[src/hw/rtl/fixed_point_dda_line_drawer_defines.svh]
// Assertion macros shared by the RTL.
`ifndef FIXED_POINT_DDA_LINE_DRAWER_DEFINES_SVH
`define FIXED_POINT_DDA_LINE_DRAWER_DEFINES_SVH

`ifndef SYNTH
`define FPDDA_ASSERT(label, clk, rst_n, expr) \
  label: assert property (@(posedge clk) disable iff (!rst_n) (expr)) \
    else $error("fpdda assertion failed");
`define FPDDA_ASSERT_IMP(label, clk, rst_n, ante, cons) \
  label: assert property (@(posedge clk) disable iff (!rst_n) (ante) |-> (cons)) \
    else $error("fpdda implication failed");
`else
`define FPDDA_ASSERT(label, clk, rst_n, expr)
`define FPDDA_ASSERT_IMP(label, clk, rst_n, ante, cons)
`endif

`endif

[src/hw/rtl/fpdda_pkg.sv]
package fpdda_pkg;

  localparam int COORD_BITS  = 12;
  localparam int FRAC_BITS   = 16;
  localparam int CFG_BITS    = 13;
  localparam int CFG_IDX_BITS = 2;
  localparam int COLOUR_BITS = 8;
  localparam int STEP_BITS   = FRAC_BITS + 2;
  localparam int ACC_BITS    = COORD_BITS + FRAC_BITS + 2;
  localparam int LEFT_BITS   = COORD_BITS + 1;
  localparam int CMDQ_DEPTH  = 2;

  localparam logic [CFG_BITS-1:0] SCREEN_WIDTH_RST  = CFG_BITS'(640);
  localparam logic [CFG_BITS-1:0] SCREEN_HEIGHT_RST = CFG_BITS'(480);

  localparam logic OP_START = 1'b0;
  localparam logic OP_STEP  = 1'b1;

  localparam logic [CFG_IDX_BITS-1:0] CFG_SCREEN_WIDTH  = CFG_IDX_BITS'(0);
  localparam logic [CFG_IDX_BITS-1:0] CFG_SCREEN_HEIGHT = CFG_IDX_BITS'(1);

  typedef enum logic [2:0] {
    MODE_IDLE,
    MODE_VERT,
    MODE_HORZ,
    MODE_XMAJ,
    MODE_YMAJ
  } mode_t;

  typedef struct packed {
    logic                   is_start;
    mode_t                  mode;
    logic [COORD_BITS-1:0]  origin_x;
    logic [COORD_BITS-1:0]  origin_y;
    logic                   x_dir;
    logic                   y_dir;
    logic [LEFT_BITS-1:0]   pixels_left;
    logic [STEP_BITS-1:0]   minor_step;
    logic [COLOUR_BITS-1:0] colour;
  } cmd_t;

endpackage

[src/hw/rtl/fpdda_front.sv]
`include "fixed_point_dda_line_drawer_defines.svh"

module fpdda_front (
  input  logic                             clk,
  input  logic                             rst_n,
  input  logic                             in_push,
  output logic                             in_full,
  input  logic                             in_opcode,
  input  logic [fpdda_pkg::COORD_BITS-1:0]  in_from_x,
  input  logic [fpdda_pkg::COORD_BITS-1:0]  in_from_y,
  input  logic [fpdda_pkg::COORD_BITS-1:0]  in_to_x,
  input  logic [fpdda_pkg::COORD_BITS-1:0]  in_to_y,
  input  logic [fpdda_pkg::COLOUR_BITS-1:0] in_ink,
  output logic                             q_push,
  output fpdda_pkg::cmd_t                  q_cmd,
  input  logic                             q_full
);
  import fpdda_pkg::*;

  localparam int CNT_BITS = $clog2(FRAC_BITS + 1);

  typedef enum logic {FR_IDLE, FR_DIV} fr_state_t;

  fr_state_t              state_r;
  cmd_t                   cmd_r;
  logic [COORD_BITS-1:0]  major_r;
  logic [COORD_BITS-1:0]  rem_r;
  logic [FRAC_BITS:0]     quo_r;
  logic [CNT_BITS-1:0]    cnt_r;
  logic                   neg_r;

  logic [COORD_BITS:0]    dx, dy, mag_x, mag_y;
  logic [COORD_BITS-1:0]  adx, ady, major, minor;
  logic                   sloped, minor_neg, accept;
  cmd_t                   cmd_c;
  logic [COORD_BITS:0]    rem2;
  logic                   ge;
  logic [STEP_BITS-1:0]   quo_ext;

  always_comb begin
    dx    = {1'b0, in_to_x} - {1'b0, in_from_x};
    dy    = {1'b0, in_to_y} - {1'b0, in_from_y};
    mag_x = dx[COORD_BITS] ? (~dx + 1'b1) : dx;
    mag_y = dy[COORD_BITS] ? (~dy + 1'b1) : dy;
    adx   = mag_x[COORD_BITS-1:0];
    ady   = mag_y[COORD_BITS-1:0];
    major = (adx >= ady) ? adx : ady;
    minor = (adx >= ady) ? ady : adx;
    minor_neg = (adx >= ady) ? dy[COORD_BITS] : dx[COORD_BITS];
    sloped = (adx != '0) && (ady != '0);

    cmd_c             = '0;
    cmd_c.is_start    = (in_opcode == OP_START);
    cmd_c.origin_x    = in_from_x;
    cmd_c.origin_y    = in_from_y;
    cmd_c.x_dir       = dx[COORD_BITS];
    cmd_c.y_dir       = dy[COORD_BITS];
    cmd_c.colour      = in_ink;
    cmd_c.pixels_left = {1'b0, major};
    priority if (adx == '0 && ady == '0) begin
      cmd_c.mode = MODE_IDLE;
    end else if (adx == '0) begin
      cmd_c.mode = MODE_VERT;
    end else if (ady == '0) begin
      cmd_c.mode = MODE_HORZ;
    end else if (adx >= ady) begin
      cmd_c.mode = MODE_XMAJ;
    end else begin
      cmd_c.mode = MODE_YMAJ;
    end
  end

  assign in_full = (state_r != FR_IDLE) || q_full;
  assign accept  = in_push && !in_full;

  always_comb begin
    rem2    = {rem_r, 1'b0};
    ge      = rem2 >= {1'b0, major_r};
    quo_ext = {1'b0, quo_r};
  end

  always_comb begin
    q_push = 1'b0;
    q_cmd  = cmd_c;
    unique case (state_r)
      FR_IDLE: begin
        q_push = accept && !(cmd_c.is_start && sloped);
      end
      FR_DIV: begin
        q_push           = (cnt_r == '0) && !q_full;
        q_cmd            = cmd_r;
        q_cmd.minor_step = neg_r ? (~quo_ext + 1'b1) : quo_ext;
      end
      default: begin
        q_push = 1'b0;
      end
    endcase
  end

  always_ff @(posedge clk) begin
    if (!rst_n) begin
      state_r <= FR_IDLE;
    end else begin
      unique case (state_r)
        FR_IDLE: begin
          if (accept && cmd_c.is_start && sloped) begin
            state_r <= FR_DIV;
            cmd_r   <= cmd_c;
            major_r <= major;
            neg_r   <= minor_neg;
            cnt_r   <= CNT_BITS'(FRAC_BITS);
            rem_r   <= (minor == major) ? '0 : minor;
            quo_r   <= (FRAC_BITS + 1)'(minor == major);
          end
        end
        FR_DIV: begin
          if (cnt_r != '0) begin
            cnt_r <= cnt_r - 1'b1;
            rem_r <= ge ? COORD_BITS'(rem2 - {1'b0, major_r}) : rem2[COORD_BITS-1:0];
            quo_r <= {quo_r[FRAC_BITS-1:0], ge};
          end else if (!q_full) begin
            state_r <= FR_IDLE;
          end
        end
        default: begin
          state_r <= FR_IDLE;
        end
      endcase
    end
  end

  `FPDDA_ASSERT_IMP(a_rem_below_div, clk, rst_n, state_r == FR_DIV, rem_r < major_r)
  `FPDDA_ASSERT_IMP(a_div_no_accept, clk, rst_n, state_r == FR_DIV, !accept)

endmodule

[src/hw/rtl/fpdda_cmdq.sv]
`include "fixed_point_dda_line_drawer_defines.svh"

module fpdda_cmdq #(
  parameter int DEPTH = fpdda_pkg::CMDQ_DEPTH
) (
  input  logic            clk,
  input  logic            rst_n,
  input  logic            push,
  input  fpdda_pkg::cmd_t push_cmd,
  output logic            full,
  output logic            valid,
  output fpdda_pkg::cmd_t pop_cmd,
  input  logic            pop
);
  import fpdda_pkg::*;

  localparam int PTR_BITS = (DEPTH > 1) ? $clog2(DEPTH) : 1;
  localparam int CNT_BITS = $clog2(DEPTH + 1);

  cmd_t                mem [DEPTH];
  logic [PTR_BITS-1:0] wr_ptr_r, rd_ptr_r;
  logic [CNT_BITS-1:0] cnt_r;
  logic                do_push, do_pop;

  assign full    = (cnt_r == CNT_BITS'(DEPTH));
  assign valid   = (cnt_r != '0);
  assign pop_cmd = mem[rd_ptr_r];
  assign do_push = push && !full;
  assign do_pop  = pop && valid;

  always_ff @(posedge clk) begin
    if (do_push) begin
      mem[wr_ptr_r] <= push_cmd;
    end
  end

  always_ff @(posedge clk) begin
    if (!rst_n) begin
      wr_ptr_r <= '0;
      rd_ptr_r <= '0;
      cnt_r    <= '0;
    end else begin
      if (do_push) begin
        wr_ptr_r <= (wr_ptr_r == PTR_BITS'(DEPTH - 1)) ? '0 : wr_ptr_r + 1'b1;
      end
      if (do_pop) begin
        rd_ptr_r <= (rd_ptr_r == PTR_BITS'(DEPTH - 1)) ? '0 : rd_ptr_r + 1'b1;
      end
      unique case ({do_push, do_pop})
        2'b10:   cnt_r <= cnt_r + 1'b1;
        2'b01:   cnt_r <= cnt_r - 1'b1;
        default: cnt_r <= cnt_r;
      endcase
    end
  end

  `FPDDA_ASSERT(a_cnt_range, clk, rst_n, cnt_r <= CNT_BITS'(DEPTH))

endmodule

[src/hw/rtl/fpdda_back.sv]
`include "fixed_point_dda_line_drawer_defines.svh"

module fpdda_back (
  input  logic                             clk,
  input  logic                             rst_n,
  input  logic                             q_valid,
  input  fpdda_pkg::cmd_t                  q_cmd,
  output logic                             q_pop,
  input  logic [fpdda_pkg::CFG_BITS-1:0]    screen_width,
  input  logic [fpdda_pkg::CFG_BITS-1:0]    screen_height,
  output logic                             out_empty,
  input  logic                             out_pop,
  output logic [fpdda_pkg::COORD_BITS-1:0]  out_pixel_x,
  output logic [fpdda_pkg::COORD_BITS-1:0]  out_pixel_y,
  output logic [fpdda_pkg::COLOUR_BITS-1:0] out_pixel_colour,
  output logic                             out_visible,
  output logic                             out_last
);
  import fpdda_pkg::*;

  mode_t                  mode_r;
  logic [COORD_BITS-1:0]  origin_x_r, origin_y_r, cur_x_r, cur_y_r;
  logic [STEP_BITS-1:0]   step_r;
  logic [ACC_BITS-1:0]    acc_r;
  logic                   x_dir_r, y_dir_r;
  logic [LEFT_BITS-1:0]   left_r;
  logic [COLOUR_BITS-1:0] colour_r;
  logic                   out_valid_r;
  logic [COORD_BITS-1:0]  out_pixel_x_r, out_pixel_y_r;
  logic [COLOUR_BITS-1:0] out_pixel_colour_r;
  logic                   out_visible_r, out_last_r;

  logic                   active, emit, minor_is_x;
  logic [ACC_BITS-1:0]    acc_nxt;
  logic [COORD_BITS-1:0]  minor_nxt, cur_x_stepped, cur_y_stepped;

  assign out_empty = !out_valid_r;
  assign q_pop     = q_valid && (!out_valid_r || out_pop);
  assign active    = (mode_r != MODE_IDLE) && (left_r != '0);
  assign emit      = q_pop && !q_cmd.is_start && active;
  assign minor_is_x = (mode_r == MODE_VERT) || (mode_r == MODE_YMAJ);

  assign out_pixel_x      = out_pixel_x_r;
  assign out_pixel_y      = out_pixel_y_r;
  assign out_pixel_colour = out_pixel_colour_r;
  assign out_visible      = out_visible_r;
  assign out_last         = out_last_r;

  always_comb begin
    acc_nxt = acc_r + {{(ACC_BITS - STEP_BITS){step_r[STEP_BITS-1]}}, step_r};
    minor_nxt = (minor_is_x ? origin_x_r : origin_y_r) + acc_nxt[FRAC_BITS +: COORD_BITS];
    cur_x_stepped = x_dir_r ? cur_x_r - 1'b1 : cur_x_r + 1'b1;
    cur_y_stepped = y_dir_r ? cur_y_r - 1'b1 : cur_y_r + 1'b1;
  end

  always_ff @(posedge clk) begin
    if (!rst_n) begin
      mode_r      <= MODE_IDLE;
      out_valid_r <= 1'b0;
    end else begin
      if (emit) begin
        out_valid_r <= 1'b1;
      end else if (out_pop && out_valid_r) begin
        out_valid_r <= 1'b0;
      end
      if (q_pop) begin
        if (q_cmd.is_start) begin
          mode_r     <= q_cmd.mode;
          origin_x_r <= q_cmd.origin_x;
          origin_y_r <= q_cmd.origin_y;
          cur_x_r    <= q_cmd.origin_x;
          cur_y_r    <= q_cmd.origin_y;
          x_dir_r    <= q_cmd.x_dir;
          y_dir_r    <= q_cmd.y_dir;
          left_r     <= q_cmd.pixels_left;
          step_r     <= q_cmd.minor_step;
          acc_r      <= '0;
          colour_r   <= q_cmd.colour;
        end else if (!active) begin
          mode_r <= MODE_IDLE;
        end else begin
          out_pixel_x_r      <= cur_x_r;
          out_pixel_y_r      <= cur_y_r;
          out_pixel_colour_r <= colour_r;
          out_visible_r      <= ({1'b0, cur_x_r} < screen_width) &&
                                ({1'b0, cur_y_r} < screen_height);
          out_last_r         <= (left_r == LEFT_BITS'(1));
          left_r             <= left_r - 1'b1;
          acc_r              <= acc_nxt;
          if (minor_is_x) begin
            cur_y_r <= cur_y_stepped;
            cur_x_r <= minor_nxt;
          end else begin
            cur_x_r <= cur_x_stepped;
            cur_y_r <= minor_nxt;
          end
          if (left_r == LEFT_BITS'(1)) begin
            mode_r <= MODE_IDLE;
          end
        end
      end
    end
  end

  `FPDDA_ASSERT_IMP(a_active_has_left, clk, rst_n, mode_r != MODE_IDLE, left_r != '0)
  `FPDDA_ASSERT_IMP(a_emit_has_room, clk, rst_n, emit, !out_valid_r || out_pop)

endmodule

[src/hw/rtl/fixed_point_dda_line_drawer.sv]
// Fixed-point DDA line rasterizer.
// Input channel (in_push/in_full): opcode 0 loads a line (from, to, ink) and
// gives no pixel; opcode 1 asks for the next pixel of the current line.
// Result channel (out_empty/out_pop): one beat per pixel, with position,
// colour, on-screen flag and a last flag on the final pixel.
// Config channel (cfg_valid/cfg_ready): index 0 screen width, 1 screen height;
// always ready; write only while the block is idle.
// A step beat goes through the queue and output register to the result ports.
// Throughput: one step beat per cycle while out_pop keeps the output drained.
// Axis-aligned and zero-length starts go straight to the queue; a sloping start
// blocks the input while the bit-serial divider forms the minor step.
// A short command queue sits between the front (classify, divide) and the
// back (step, output register), so each side stalls on its own.
// When out_pop is held low the output register holds its beat, the queue
// fills and in_full rises.
// Reset: no line active, screen 640 x 480, queue and output empty.
module fixed_point_dda_line_drawer #(
  parameter int CMDQ_DEPTH = fpdda_pkg::CMDQ_DEPTH
) (
  input  logic                               clk,
  input  logic                               rst_n,
  input  logic                               in_push,
  output logic                               in_full,
  input  logic                               in_opcode,
  input  logic [fpdda_pkg::COORD_BITS-1:0]    in_from_x,
  input  logic [fpdda_pkg::COORD_BITS-1:0]    in_from_y,
  input  logic [fpdda_pkg::COORD_BITS-1:0]    in_to_x,
  input  logic [fpdda_pkg::COORD_BITS-1:0]    in_to_y,
  input  logic [fpdda_pkg::COLOUR_BITS-1:0]   in_ink,
  output logic                               out_empty,
  input  logic                               out_pop,
  output logic [fpdda_pkg::COORD_BITS-1:0]    out_pixel_x,
  output logic [fpdda_pkg::COORD_BITS-1:0]    out_pixel_y,
  output logic [fpdda_pkg::COLOUR_BITS-1:0]   out_pixel_colour,
  output logic                               out_visible,
  output logic                               out_last,
  input  logic                               cfg_valid,
  output logic                               cfg_ready,
  input  logic [fpdda_pkg::CFG_IDX_BITS-1:0]  cfg_index,
  input  logic [fpdda_pkg::CFG_BITS-1:0]      cfg_data
);
  import fpdda_pkg::*;

  logic [CFG_BITS-1:0] screen_width_r, screen_height_r;
  logic                fq_push, fq_full, qb_valid, qb_pop;
  cmd_t                fq_cmd, qb_cmd;

  assign cfg_ready = 1'b1;

  always_ff @(posedge clk) begin
    if (!rst_n) begin
      screen_width_r  <= SCREEN_WIDTH_RST;
      screen_height_r <= SCREEN_HEIGHT_RST;
    end else if (cfg_valid && cfg_ready) begin
      if (cfg_index == CFG_SCREEN_WIDTH) begin
        screen_width_r <= cfg_data;
      end else if (cfg_index == CFG_SCREEN_HEIGHT) begin
        screen_height_r <= cfg_data;
      end
    end
  end

  fpdda_front u_front (
    .clk       (clk),
    .rst_n     (rst_n),
    .in_push   (in_push),
    .in_full   (in_full),
    .in_opcode (in_opcode),
    .in_from_x (in_from_x),
    .in_from_y (in_from_y),
    .in_to_x   (in_to_x),
    .in_to_y   (in_to_y),
    .in_ink    (in_ink),
    .q_push    (fq_push),
    .q_cmd     (fq_cmd),
    .q_full    (fq_full)
  );

  fpdda_cmdq #(
    .DEPTH (CMDQ_DEPTH)
  ) u_cmdq (
    .clk      (clk),
    .rst_n    (rst_n),
    .push     (fq_push),
    .push_cmd (fq_cmd),
    .full     (fq_full),
    .valid    (qb_valid),
    .pop_cmd  (qb_cmd),
    .pop      (qb_pop)
  );

  fpdda_back u_back (
    .clk              (clk),
    .rst_n            (rst_n),
    .q_valid          (qb_valid),
    .q_cmd            (qb_cmd),
    .q_pop            (qb_pop),
    .screen_width     (screen_width_r),
    .screen_height    (screen_height_r),
    .out_empty        (out_empty),
    .out_pop          (out_pop),
    .out_pixel_x      (out_pixel_x),
    .out_pixel_y      (out_pixel_y),
    .out_pixel_colour (out_pixel_colour),
    .out_visible      (out_visible),
    .out_last         (out_last)
  );

endmodule
[config.mk]
export PLATFORM = sky130hd
export DESIGN_NAME = fixed_point_dda_line_drawer
export DESIGN_NICKNAME = d
export VERILOG_FILES = /design/src/hw/rtl/fpdda_pkg.sv /design/src/hw/rtl/fpdda_front.sv /design/src/hw/rtl/fpdda_cmdq.sv /design/src/hw/rtl/fpdda_back.sv /design/src/hw/rtl/fixed_point_dda_line_drawer.sv
export VERILOG_INCLUDE_DIRS = /design/src /design/src/hw/rtl
export SDC_FILE = /design/constraint.sdc
export NUM_CORES = 1
export LEC_CHECK = 0
export ABC_AREA = 0
export BUFFER_PORTS_ARGS = -buffer_cell sky130_fd_sc_hd__buf_2
export CAP_MARGIN = 0
export CORE_MARGIN = 4
export CORE_UTILIZATION = 55
export DETAILED_ROUTE_END_ITERATION = 16
export GPL_ROUTABILITY_DRIVEN = 0
export PLACE_DENSITY = 0.76
export SETUP_SLACK_MARGIN = 0.4
export SLEW_MARGIN = 30
export SYNTH_ARGS = -nofsm -noshare
export SYNTH_HDL_FRONTEND = slang
export SYNTH_SLANG_ARGS = --single-unit
export TNS_END_PERCENT = 50
[constraint.sdc]
create_clock -name clk -period 6 [get_ports clk]
set_input_delay 0.3 -clock clk [delete_from_list [all_inputs] [get_ports clk]]
set_output_delay 0.3 -clock clk [all_outputs]
set_load 0.01 [all_outputs]
# Word level (Yosys, flattened, before mapping)
# Memories as Yosys holds them, arrays and structs flattened. A register that Yosys moved wholly into a read port is not among the register bits.
# Cells that the tools add are included.
[totals]
reg_bits = 273
latchBits = 0
ram_bits = 138
mem_bits_ro = 0
wordCells = 172
memories = 1
[mem_list]
columns = ["memory", "depth", "word_bits", "rd", "rd_clocked_by_memory_dff", "write_ports", "line_no", "rtl"]
rows = [
  ["u_cmdq.mem", 2, 69, 1, 1, 1, "fpdda_cmdq.sv:20", "cmd_t mem [DEPTH];"],
]
[classes]
add_sub_neg = 18
n_mul = 0
div = 0
order_cmp = 4
n_eq_ne = 11
n_shift = 0
n_mux = 51
bitwise_logic = 7
n_reduce_logical = 45
[ops]
columns = ["operator", "count"]
rows = [
  ["$mux W12", 17],
  ["$mux W69", 1],
  ["$add A12 B1 Y12 const B", 4],
  ["$mux W17", 2],
  ["$pmux W17 S2", 1],
  ["$add A30 B30 Y30", 1],
  ["$mux W30", 1],
  ["$lt A12 B13 Y1", 2],
  ["$mux W13", 2],
  ["$sub A12 B12 Y13", 2],
  ["$logic_not A12 Y1", 2],
  ["$not A12 Y12", 2],
  ["$pmux W12 S2", 1],
  ["$reduce_bool A12 Y1", 2],
  ["$sub A12 B1 Y12 const B", 2],
  ["$mux W3", 7],
  ["$add A18 B1 Y18 const B", 1],
  ["$mux W18", 1],
  ["$not A17 Y18", 1],
  ["$logic_and A1 B1 Y1", 16],
  ["$reduce_and A3 Y1", 5],
  ["$eq A13 B1 Y1 const B", 1],
  ["$ge A13 B12 Y1", 1],
  ["$reduce_bool A13 Y1", 1],
  ["31 further kinds", 60],
]

# Depth between registers and ports, before layout
# Gate-level depths: netlist of the first run.
[depth]
depth_word = 13
mapped_depth = 27
ltp_nobuf = 27

# Cells and area by module
# A second synthesis of the first run with hierarchy kept.
[hier_totals]
hier_cells = 1990
area_unflattened_um2 = 22909.5
[modules_own_cells]
columns = ["mod", "n_inst", "cells_each", "area_per_inst_um2", "seq_area_each_um2"]
rows = [
  ["fpdda_back", 1, 831, 9242.6, 4614.4],
  ["fpdda_front", 1, 811, 7413.4, 2572.5],
  ["fpdda_cmdq", 1, 241, 5206.2, 4244.1],
  ["fixed_point_dda_line_drawer", 1, 107, 1047.3, 520.5],
]

# Least setup slack after synthesis of the first run
# Ideal clock, no wire load.
[synth_timing]
path_kind = "input-to-reg"
start = "input port in_to_x[0] (netlist bit)"
end = "memory u_cmdq.mem[0][0] (netlist bit), enable pin"
setup_ps = 495
arrival_time_ps = 6169
required_ps = 5505
path_slack_ps = -663
cell_stages = 15
path_cell_list = "inv_1 > ha_1 > fa_1 > nand2b_1 > a21oi_1 > o2111ai_1 > a31oi_2 > inv_2 > nor3b_1 > o2111ai_1 > nor4_1 > or4b_4 > nand3_2 > o2111ai_2 > nor2_1"
[synth_between]
elab_chain_cells = 13
[synth_rtl]
columns = ["element", "line_no", "rtl"]
rows = [
  ["start: declaration", "fixed_point_dda_line_drawer.sv:27", "input logic [fpdda_pkg::COORD_BITS-1:0] in_to_x,"],
  ["$sub A12 B12 Y13 *", "fpdda_front.sv:41", "dx = {1'b0, in_to_x} - {1'b0, in_from_x};"],
  ["$not A12 Y12", "fpdda_front.sv:43", "mag_x = dx[COORD_BITS] ? (~dx + 1'b1) : dx;"],
  ["$add A12 B1 Y12", "fpdda_front.sv:43", ""],
  ["$mux W12 *", "fpdda_front.sv:43", ""],
  ["$reduce_bool A12 Y1 *", "fpdda_front.sv:50", "sloped = (adx != '0) && (ady != '0);"],
  ["$logic_and A1 B1 Y1 *", "fpdda_front.sv:50", ""],
  ["$logic_and A1 B1 Y1 *", "fpdda_front.sv:87", "q_push = accept && !(cmd_c.is_start && sloped);"],
  ["$logic_not A1 Y1 *", "fpdda_front.sv:87", ""],
  ["$logic_and A1 B1 Y1 *", "fpdda_front.sv:87", ""],
  ["$pmux W1 S2 *", "fpdda_front.sv:85", "unique case (state_r)"],
  ["$logic_and A1 B1 Y1 *", "fpdda_cmdq.sv:28", "assign do_push = push && !full;"],
  ["$mux W1 *", "fpdda_cmdq.sv:32", "if (do_push) begin"],
  ["$mux W1 (implied by the code) *", "fpdda_cmdq.sv:33", "mem[wr_ptr_r] <= push_cmd;"],
  ["end: declaration", "fpdda_cmdq.sv:20", ""],
]
# Every way passes the cells marked *; elsewhere a longest branch is shown, timed or not.

==> results of run 1 <==
-- worst max-delay path: stages --
cell and delay, ns:
dlygate4sd3_1 0.54, buf_2 0.12, inv_1 0.06, ha_1 0.25
or3_4 0.42, or2_1 0.26, o2111ai_2 0.23, a31oi_2 0.16
buf_4 0.20, or3_1 0.36, nand2_1 0.14, ha_1 0.26
a21o_1 0.18, a211oi_2 0.27, o21ai_0 0.11, a21o_1 0.19
maj3_2 0.31, maj3_2 0.34, a21oi_4 0.24, buf_4 0.19
mux2_2 0.35, mux2_2 0.28
-- kinds of logic (layout without fill, tap and decap cells) --
logic type,count (synthesis),in the layout,synth area share [%]
AO/OA/AOI/OAI,420,420,12.5
multiplexers,141,141,6.88
buffers and inverters,203,426,3.53
flip-flops,408,408,53.4
other,1,1,0.0168
adder cells (fa/ha/maj),142,142,8.21
XOR/XNOR,118,118,4.86
AND/OR/NAND/NOR,500,500,10.6
-- cell type report --
type                            count  share of cell area (%)
Sequential cell                   408                    46.1
Multi-Input combinational cell   1322                    37.8
Timing Repair Buffer              199                    5.37
Clock buffer                       51                    4.45
Tap cell                          525                    2.54
Inverter                          146                    2.13
Clock inverter                     30                    1.67
-- power by group through the flow --
| stage | combinational (W) | sequential [W] | clock, W |
|---|---|---|---|
| final | 0.00437 | 0.00408 | 0.00293 |
| after global routing | 0.00481 | 0.00412 | 0.00308 |
| after CTS | 0.00418 | 0.00408 | 0.00297 |
| after detailed placement | 0.00411 | 0.00414 | 0 |
| after global placement | 0.00398 | 0.00411 | 0 |
| after floorplan | 0.00310 | 0.00407 | 0 |
-- cell usage after synthesis (all sizes together) (6+ instances only) --
| master | count | area share [%] |
|---|---|---|
| clkbuf | 42 | 0.71 |
| or3 | 14 | 0.42 |
| nand3 | 21 | 0.52 |
| and2 | 34 | 0.96 |
| o21ai | 115 | 2.6 |
| o21a | 9 | 0.30 |
| edfxtp | 372 | 50 |
| nand2 | 151 | 2.5 |
| nor2 | 157 | 2.7 |
| nor3 | 31 | 0.70 |
| o22ai | 13 | 0.37 |
| mux2i | 46 | 2.1 |
| a31oi | 10 | 0.34 |
| o211ai | 10 | 0.34 |
| buf | 15 | 0.36 |
| a211oi | 15 | 0.51 |
| xnor2 | 76 | 3.1 |
| a21boi | 37 | 1.2 |
| nor2b | 25 | 0.70 |
| o41ai | 6 | 0.35 |
| a21oi | 98 | 2.3 |
| o31ai | 12 | 0.52 |
| dfxtp | 36 | 3.2 |
| xor2 | 41 | 1.6 |
| fa | 7 | 0.63 |
| inv | 146 | 2.5 |
| and3 | 8 | 0.22 |
| ha | 133 | 7.5 |
| nor4 | 13 | 0.42 |
| nand2b | 23 | 0.65 |
| a21o | 41 | 1.4 |
| mux2 | 95 | 4.8 |
-- state kept, by name, indices dropped and copies added (netlist names), 13 cells and up, named ones only --
signal           cells
u_cmdq.mem         136
screen_width_r      13
u_back.step_r       18
u_back.left_r       13
screen_height_r     13
u_front.cmd_r       50
u_back.acc_r        28
u_front.quo_r       17
-- placed cells by master (no fill, tap or decap), drive strengths merged, types with 76 or more instances in the layout --
master / synthesis / routed
xnor2: 76 / 76
inv: 146 / 147
mux2: 95 / 95
buf: 15 / 153
ha: 133 / 133
edfxtp: 372 / 372
nand2: 151 / 151
nor2: 157 / 157
o21ai: 115 / 115
a21oi: 98 / 98
-- metrics by stage --
step | setup WS, ns | utilization [%] | instances | hold WS (ns) | power (W)
6_report | 0.560 | 64.7 | 2681 | 0.0483 | 0.0114
5_1_grt | 0.295 | 64.7 | 2681 | 0.0464 | 0.0120
4_1_cts | 0.437 | 64.1 | 2668 | 0.0179 | 0.0112
3_5_place_dp | 0.309 | 59.0 | 2541 | 0.415 | 0.00825
3_3_place_gp | 0.447 | 59.0 | 2540 | 0.404 | 0.00809
2_1_floorplan | -0.663 | - | 1933 | 0.399 | 0.00718
-- worst paths after layout --
| kind | startpoint | endpoint | slack [ns] | cells after the start |
|---|---|---|---|---|
| worst max-delay path | in_from_x[4] | u_cmdq.mem[0][30]$_DFFE_PP_ | 0.56 | 22 |
| worst min-delay path | out_pop | u_back.out_valid_r$_SDFFE_PN0P_ | 0.05 | 3 |
| worst max register to register | u_back.step_r[6]$_DFFE_PP_ | u_back.cur_x_r[11]$_DFFE_PP_ | 0.70 | 21 |
| worst min register to register | u_back.colour_r[3]$_DFFE_PP_ | u_back.out_pixel_colour[3]$_DFFE_PP_ | 0.43 | 0 |
-- metal layers --
metal | routed length [µm] | vias up
met4 | 1450 | 0
met2 | 25200 | 507
li1 | - | 7427
met3 | 3050 | 82
met1 | 22100 | 7503
met5 | 0 | -
-- repair_timing --
| item | CTS | global route |
|---|---|---|
| hold buffers | 46 | 0 |
| resized for setup | 0 | 27 |
| buffers inserted | 0 | 13 |
| setup endpoints to repair | 0 | 64 |
| endpoints found under the hold margin | 59 | 0 |
==> results.sh, run 1 <==
export IMPL_syn_inst=1933
export IMPL_viasPerCell=5.79
export IMPL_worst_path_max_fanout=9
export IMPL_path_class="in -> reg"
export IMPL_diodes=0
export IMPL_grt_max_degree=87
export IMPL_maxCapViolCount=0
export IMPL_drc=0
export IMPL_grt_pass1_wl_um=81100
export IMPL_rows=73
export IMPL_p_comb_share_pct=38.4
export IMPL_clock_sinks=408
export IMPL_start_util_pct=55.8
export IMPL_met3_usage_pct=3.66
export IMPL_routed_via_count=15519
export IMPL_tightestPinTransition_ns=0.938
export IMPL_period_minus_slack_ns=5.44
export IMPL_p_clk_share_pct=25.7
export IMPL_first_iter_violations=1240
export IMPL_routed_wl_um=51800
export IMPL_cp_end_kind="flip-flop"
export IMPL_grtUsageTotal_pct=22.8
export IMPL_powerDensity_nw_per_um2=441
export IMPL_power_switching_w=0.00391
export IMPL_p_seq_share_pct=35.9
export IMPL_use_met2_pct=38.7
export IMPL_clkSlewWorstSetupHoldPaths_ns=0.06
export IMPL_grt_antenna_before_repair=1
export IMPL_rsz0062_at_grt="false"
export IMPL_portBuffers=112
export IMPL_cts_buffer_depth=3
export IMPL_synth_edf_count=372
export IMPL_ant_nets=0
export IMPL_grt_ovfl_total=0
export IMPL_crit_required_ns=6.32
export IMPL_core_um2=39900
export IMPL_synth_seq_cells=408
export IMPL_worst_ir_drop_vdd_mv=0.279
export IMPL_fin_crit_sh_pct=90.7
export IMPL_firstDrtPassIters=5
export IMPL_relSlewSlack_pct=37.5
export IMPL_worst_clock_skew_ns=0.0261
export IMPL_wl_per_cell_um=19.3
export IMPL_yosysWarningCount=0
export IMPL_p_sw_share_pct=34.3
export IMPL_tns_ns=0
export IMPL_hold_viol=0
export IMPL_leakagePower_nw=9.95
export IMPL_grt_use_met1_pct=30.5
export IMPL_multi_input_area_um2=9760
export IMPL_area_growth_pct=16.0
export IMPL_grt_pass1_vias=15204
export IMPL_drv_slew=0
export IMPL_syn_avg_cell_area_um2=11.5
export IMPL_synth_cell_types=93
export IMPL_syn_area_um2=22300
export IMPL_placed_area_um2=23600
export IMPL_cts_root_buf="clkbuf_16"
export IMPL_h_tree_depth=2
export IMPL_seq_area_frac_synth_pct=53.4
export IMPL_die_y_um=209
export IMPL_fp_dieW_um=209
export IMPL_die_area_um2=43700
export IMPL_pin_count=114
export IMPL_worstPathArrival_ns=5.76
export IMPL_hold_path_class="in -> reg"
export IMPL_fin_nets=2339
export IMPL_status="completed"
export IMPL_intPower_w=0.00748
export IMPL_synth_flop_cell="edfxtp_1"
export IMPL_cts_tree="built"
export IMPL_setup_worst_path_start_class="primary input"
export IMPL_clock_latency_ns=0.59
export IMPL_fmax_mhz=184
export IMPL_busiest_layer="met2"
export IMPL_numCtsBuffers=45
export IMPL_syn_num_nets=2150
export IMPL_seqCellArea_um2=11900
export IMPL_hpwl_um=36400
export IMPL_async_reset_ff_share_pct=0
export IMPL_setup_viol=0
export IMPL_stdcell_area_um2=25800
export IMPL_fillCellCount=2951
export IMPL_drive_gt1_share_pct=17.8
No activity file was read; power rests on OpenSTA's default activity.
==> run 2: changes to the inputs <==
--- a/config.mk
+++ b/config.mk
@@ -13,6 +13,7 @@
 export CORE_UTILIZATION = 55
 export DETAILED_ROUTE_END_ITERATION = 16
 export GPL_ROUTABILITY_DRIVEN = 0
+export GPL_TIMING_DRIVEN = 0
 export PLACE_DENSITY = 0.76
 export SETUP_SLACK_MARGIN = 0.4
 export SLEW_MARGIN = 30
==> results.sh, run 2 (synthesis results as in run 1) <==
export IMPL_cts_root_buf="clkbuf_16"
export IMPL_layout_commonest_cell="edfxtp_1"
export IMPL_worst_path_max_fanout=10
export IMPL_hold_path_class="in -> reg"
export IMPL_leakagePower_nw=9.91
export IMPL_hpwl_um=39700
export IMPL_worst_ir_drop_vdd_mv=0.252
export IMPL_worst_clock_skew_ns=0.0210
export IMPL_ant_nets=0
export IMPL_cp_end_kind="flip-flop"
export IMPL_pre_cts_slack_ns=-0.348
export IMPL_fin_nets=2373
export IMPL_die_area_um2=43700
export IMPL_slowest_stage="dlygate4sd3_1"
export IMPL_core_um2=39900
export IMPL_grt_antenna_before_repair=0
export IMPL_first_iter_violations=1129
export IMPL_hold_viol=0
export IMPL_routed_via_count=15659
export IMPL_tightestPinTransition_ns=0.942
export IMPL_tns_ns=0
export IMPL_status="completed"
export IMPL_fmax_mhz=182
export IMPL_h_tree_depth=2
export IMPL_cts_tree="built"
export IMPL_largest_register="u_cmdq.mem"
export IMPL_path_class="in -> reg"
export IMPL_grt_pass1_wl_um=83000
export IMPL_final_core_util_pct=64.8
export IMPL_period_minus_slack_ns=5.51
export IMPL_setup_viol=0
export IMPL_setup_worst_path_start_class="primary input"
export IMPL_drc=0
export IMPL_firstDrtPassIters=6
export IMPL_cpMostUsedCell="a21o_1"
export IMPL_crit_required_ns=6.31
export IMPL_dp_cells=2585
export IMPL_largest_reg_flops=136
export IMPL_worstPathArrival_ns=5.82
export IMPL_cp_cell_sequence="dlygate4sd3_1 > buf_2 > inv_1 > ha_1 > o21ai_1 > a21oi_2 > o2111ai_2 > a31oi_4 > inv_2 > buf_2 > o31ai_1 > xnor2_1 > ha_1 > a21o_1 > a21o_1 > a21oi_1 > o21ai_0 > a21o_1 > maj3_2 > maj3_2 > a21oi_4 > buf_4 > mux2_2 > mux2_2"
export IMPL_portBuffers=112
export IMPL_grt_max_degree=35
export IMPL_viasPerCell=5.77
export IMPL_routed_wl_um=53100
export IMPL_reg_top3="u_cmdq.mem (136), u_front.cmd_r (50), u_back.acc_r (28)"
export IMPL_setup_ws_ns=0.494
export IMPL_max_stage_delay_ns=0.54
export IMPL_rsz0062_at_grt="false"
export IMPL_clock_sinks=408
export IMPL_wl_per_cell_um=19.5
export IMPL_numCtsBuffers=43
export IMPL_drive_gt1_share_pct=16.9
export IMPL_die_y_um=209
export IMPL_drv_slew=0
export IMPL_fp_dieW_um=209
export IMPL_clock_latency_ns=0.58
export IMPL_rows=73
export IMPL_clkSlewWorstSetupHoldPaths_ns=0.06
export IMPL_pin_count=114
export IMPL_grt_pass1_vias=15779
export IMPL_cts_buffer_depth=3
export IMPL_grtUsageTotal_pct=23.7
export IMPL_final_instance_count_excl_fill=2716
export IMPL_powerDensity_nw_per_um2=429
export IMPL_grt_ovfl_total=0
export IMPL_maxCapViolCount=0
export IMPL_layout_common_cells="372 x edfxtp_1, 151 x nand2_1, 149 x nor2_1, 142 x inv_1, 132 x ha_1"
export IMPL_area_growth_pct=16.2
export IMPL_relSlewSlack_pct=37.2
export IMPL_start_util_pct=55.8
export IMPL_fin_crit_sh_pct=91.8
run 2: changes by cell type in the layout (fill, tap and decap cells not counted), moves of 4 or more:
| cell | change |
|---|---|
| clkbuf_1 | +38 |
| buf_4 | -28 |
| buf_1 | +10 |
| buf_16 | +9 |
| bufinv_16 | -7 |
| clkinv_2 | +7 |
| buf_8 | +4 |
| clkbuf_8 | +4 |
run 2: worst paths after layout:
check	startpoint	endpoint	slack (ns)	cells past startpoint
hold / removal	in_from_y[0]	u_front.cmd_r[41]$_DFFE_PP_	0.07	1
hold reg to reg	u_back.colour_r[5]$_DFFE_PP_	u_back.out_pixel_colour[5]$_DFFE_PP_	0.41	0
setup reg to reg	u_back.acc_r[6]$_SDFFCE_PP0P_	u_back.cur_x_r[11]$_DFFE_PP_	0.71	21
setup / recovery	in_from_x[3]	u_cmdq.mem[1][35]$_DFFE_PP_	0.49	24
run 2: timing repair:
item	4_1_cts	5_1_grt
endpoints found under the hold margin	51	0
hold buffers	44	0
resized for setup	6	28
pin swaps	0	10
setup buffers	0	7
endpoints found under the setup margin	17	57
run 2: per-stage QoR:
step / hold slack [ns] / cell area [µm²] / power [W]
3_5_place_dp: 0.406 / 23900 / 0.00835
4_1_cts: 0.0277 / 25700 / 0.0110
6_report: 0.0698 / 25900 / 0.0111
3_3_place_gp: 0.401 / 23500 / 0.00813
5_1_grt: 0.0315 / 25900 / 0.0117
2_1_floorplan: 0.399 / 22300 / 0.00718
run 2: area by class of cell:
class	instances	area [µm²]
Fill cell	2927	14000
Sequential cell	408	11900
Multi-Input combinational cell	1322	9740
Timing Repair Buffer	178	1410
Clock buffer	51	1150
Tap cell	525	657
Inverter	146	548
Buffer	57	243
Clock inverter	28	229
Antenna cell	1	2.50
run 2: power by group:
group          internal (W)  switching (W)
clock               0.00147        0.00112
combinational       0.00187        0.00257
sequential          0.00386       0.000217
total               0.00719        0.00390
run 2: metal layers:
metal / GRT usage [%] / wire length [µm] / part of all wire [%]
met5: 0 / 0 / 0
met4: 9.56 / 2100 / 4.0
met3: 3.66 / 3070 / 5.8
met2: 40.9 / 26100 / 49
met1: 30.0 / 21800 / 41
run 2: critical path: cells and delay by family:
family                     cells  cell delay, ns
AOI/OAI and AO/OA             11            1.93
xor gates and xnor gates       1            0.36
adders and majority gates      4            1.30
buffers and inverters          6            1.27
muxes                          2            0.66
==> run 3: changes to the inputs <==
--- a/config.mk
+++ b/config.mk
@@ -15,6 +15,7 @@
 export GPL_ROUTABILITY_DRIVEN = 0
 export GPL_TIMING_DRIVEN = 0
 export PLACE_DENSITY = 0.76
+export REMOVE_ABC_BUFFERS = 1
 export SETUP_SLACK_MARGIN = 0.4
 export SLEW_MARGIN = 30
 export SYNTH_ARGS = -nofsm -noshare
==> results.sh, run 3 (synthesis results as in run 1) <==
export IMPL_status="completed"
export IMPL_drv_slew=0
export IMPL_grt_use_met1_pct=29.4
export IMPL_pre_cts_slack_ns=-0.277
export IMPL_die_y_um=209
export IMPL_path_class="in -> reg"
export IMPL_grt_pass1_vias=15730
export IMPL_setup_ws_ns=0.566
export IMPL_cpMostUsedCell="nor2_1"
export IMPL_tightestPinTransition_ns=0.935
export IMPL_crit_required_ns=6.30
export IMPL_multi_input_area_um2=9730
export IMPL_start_util_pct=55.8
export IMPL_fp_dieW_um=209
export IMPL_pin_count=114
export IMPL_worst_clock_skew_ns=0.0182
export IMPL_cp_cell_sequence="dlygate4sd3_1 > buf_2 > inv_1 > ha_1 > nor2_1 > nor2_1 > o21ai_0 > a32oi_2 > buf_4 > nor2_1 > xnor2_1 > inv_1 > ha_1 > a21o_1 > a211oi_1 > o21ai_0 > a21o_1 > maj3_2 > maj3_2 > a21oi_4 > buf_4 > mux2_2 > mux2_2"
export IMPL_fmax_mhz=184
export IMPL_reg_top3="u_cmdq.mem (136), u_front.cmd_r (50), u_back.acc_r (28)"
export IMPL_grt_ovfl_total=0
export IMPL_leakagePower_nw=9.92
export IMPL_busiest_layer="met2"
export IMPL_period_minus_slack_ns=5.43
export IMPL_h_tree_depth=2
export IMPL_relSlewSlack_pct=37.7
export IMPL_cp_end_kind="flip-flop"
export IMPL_grtUsageTotal_pct=22.8
export IMPL_slowest_stage="dlygate4sd3_1"
export IMPL_maxCapViolCount=0
export IMPL_clock_sinks=408
export IMPL_grt_antenna_before_repair=3
export IMPL_final_instance_count_excl_fill=2671
export IMPL_seqCellArea_um2=11900
export IMPL_worstPathArrival_ns=5.74
export IMPL_largest_reg_flops=136
export IMPL_cts_root_buf="clkbuf_16"
export IMPL_fillCellCount=2826
export IMPL_die_area_um2=43700
export IMPL_cts_tree="built"
export IMPL_max_stage_delay_ns=0.56
export IMPL_clock_latency_ns=0.56
export IMPL_routed_wl_um=50700
export IMPL_core_um2=39900
export IMPL_routed_via_count=15469
export IMPL_worst_ir_drop_vdd_mv=0.271
export IMPL_layout_commonest_cell="edfxtp_1"
export IMPL_portBuffers=112
export IMPL_grt_pass1_wl_um=81200
export IMPL_ant_nets=0
export IMPL_viasPerCell=5.79
export IMPL_use_met2_pct=39.6
export IMPL_drive_gt1_share_pct=17.2
export IMPL_firstDrtPassIters=7
export IMPL_rows=73
export IMPL_met3_usage_pct=3.80
export IMPL_first_iter_violations=1116
export IMPL_rsz0062_at_grt="false"
export IMPL_largest_register="u_cmdq.mem"
export IMPL_worst_path_max_fanout=16
export IMPL_grt_max_degree=50
export IMPL_hpwl_um=35800
export IMPL_drc=0
export IMPL_setup_viol=0
export IMPL_clkSlewWorstSetupHoldPaths_ns=0.06
export IMPL_layout_common_cells="372 x edfxtp_1, 151 x nand2_1, 150 x nor2_1, 142 x inv_1, 133 x ha_1"
export IMPL_area_growth_pct=16.5
export IMPL_hold_viol=0
export IMPL_dp_cells=2542
export IMPL_setup_worst_path_start_class="primary input"
export IMPL_numCtsBuffers=43
export IMPL_wl_per_cell_um=19.0
export IMPL_fin_nets=2328
export IMPL_cts_buffer_depth=3
export IMPL_fin_crit_sh_pct=90.6
export IMPL_powerDensity_nw_per_um2=426
export IMPL_hold_path_class="in -> reg"
==> run 3: cell types whose count changed in the layout (fill, tap and decap cells not counted), sizes merged <==
cell | before | now
clkbuf | 92 | 57
clkinv | 20 | 15
inv | 150 | 146
buf | 150 | 147
clkinvlp | 2 | 5
dlygate4sd3 | 44 | 43
==> run 3: where the power goes <==
| group | switching (W) | internal [W] |
|---|---|---|
| Sequential | 0.000254 | 0.00386 |
| Clock | 0.00110 | 0.00148 |
| Combinational | 0.00241 | 0.00193 |
| Total | 0.00376 | 0.00727 |
==> run 3: final timing paths <==
| path | from | slack, ns | to | depth (start not counted) |
|---|---|---|---|---|
| setup / recovery | in_from_y[9] | 0.57 | u_cmdq.mem[1][36]$_DFFE_PP_ | 23 |
| hold / removal | cfg_data[11] | 0.03 | screen_width_r[11]$_SDFFE_PN0P_ | 3 |
| setup reg to reg | u_back.acc_r[12]$_SDFFCE_PP0P_ | 0.68 | u_back.cur_x_r[11]$_DFFE_PP_ | 22 |
| hold reg to reg | u_back.colour_r[5]$_DFFE_PP_ | 0.42 | u_back.out_pixel_colour[5]$_DFFE_PP_ | 0 |
==> run 3: per-stage QoR <==
step | util (%) | hold WS [ns] | setup TNS, ns | instance area (µm²) | total power (W)
5_1_grt | 64.9 | 0.0245 | 0 | 25900 | 0.0117
3_3_place_gp | 58.2 | 0.403 | -2343.05 | 23200 | 0.00799
6_report | 64.9 | 0.0267 | 0 | 25900 | 0.0110
2_1_floorplan | - | 0.389 | -497.98 | 22000 | 0.00714
4_1_cts | 64.7 | 0.000458 | 0 | 25800 | 0.0110
3_5_place_dp | 60.2 | 0.407 | -1.62 | 24000 | 0.00833
==> run 3: critical path, delay by kind of cell <==
kind                       cells  cell delay (ns)
adders and majority gates      4             1.38
and+or+nand+nor                3             0.33
xor gates and xnor gates       1             0.32
AOI/OAI and AO/OA              7             1.40
muxes                          2             0.65
buffers and inverters          6             1.35
==> run 3: layout make-up <==
| cell class | count | share of cell area, % |
|---|---|---|
| diodes | 1 | 0.00965 |
| clock buffers | 57 | 4.60 |
| clock inverters | 22 | 0.642 |
| inverters | 146 | 2.11 |
| multi-input cells | 1322 | 37.5 |
| flip-flops and latches | 408 | 45.9 |
| well taps | 525 | 2.53 |
| repair buffers | 190 | 6.67 |
==> run 3: what timing repair did <==
item	in CTS	in global routing
resized for setup	1	16
hold buffers	43	0
hold endpoints to repair	48	0
pin swaps	0	7
setup endpoints to repair	4	43
buffers inserted	0	6
==> run 3: layer usage <==
layer  vias up  share of wire, %  wire [µm]
li1       7410                 -          -
met1      7474                42      21200
met2       488                50      25100
met3        93               6.1       3090
met4         4               2.4       1230
met5         -             0.047         24
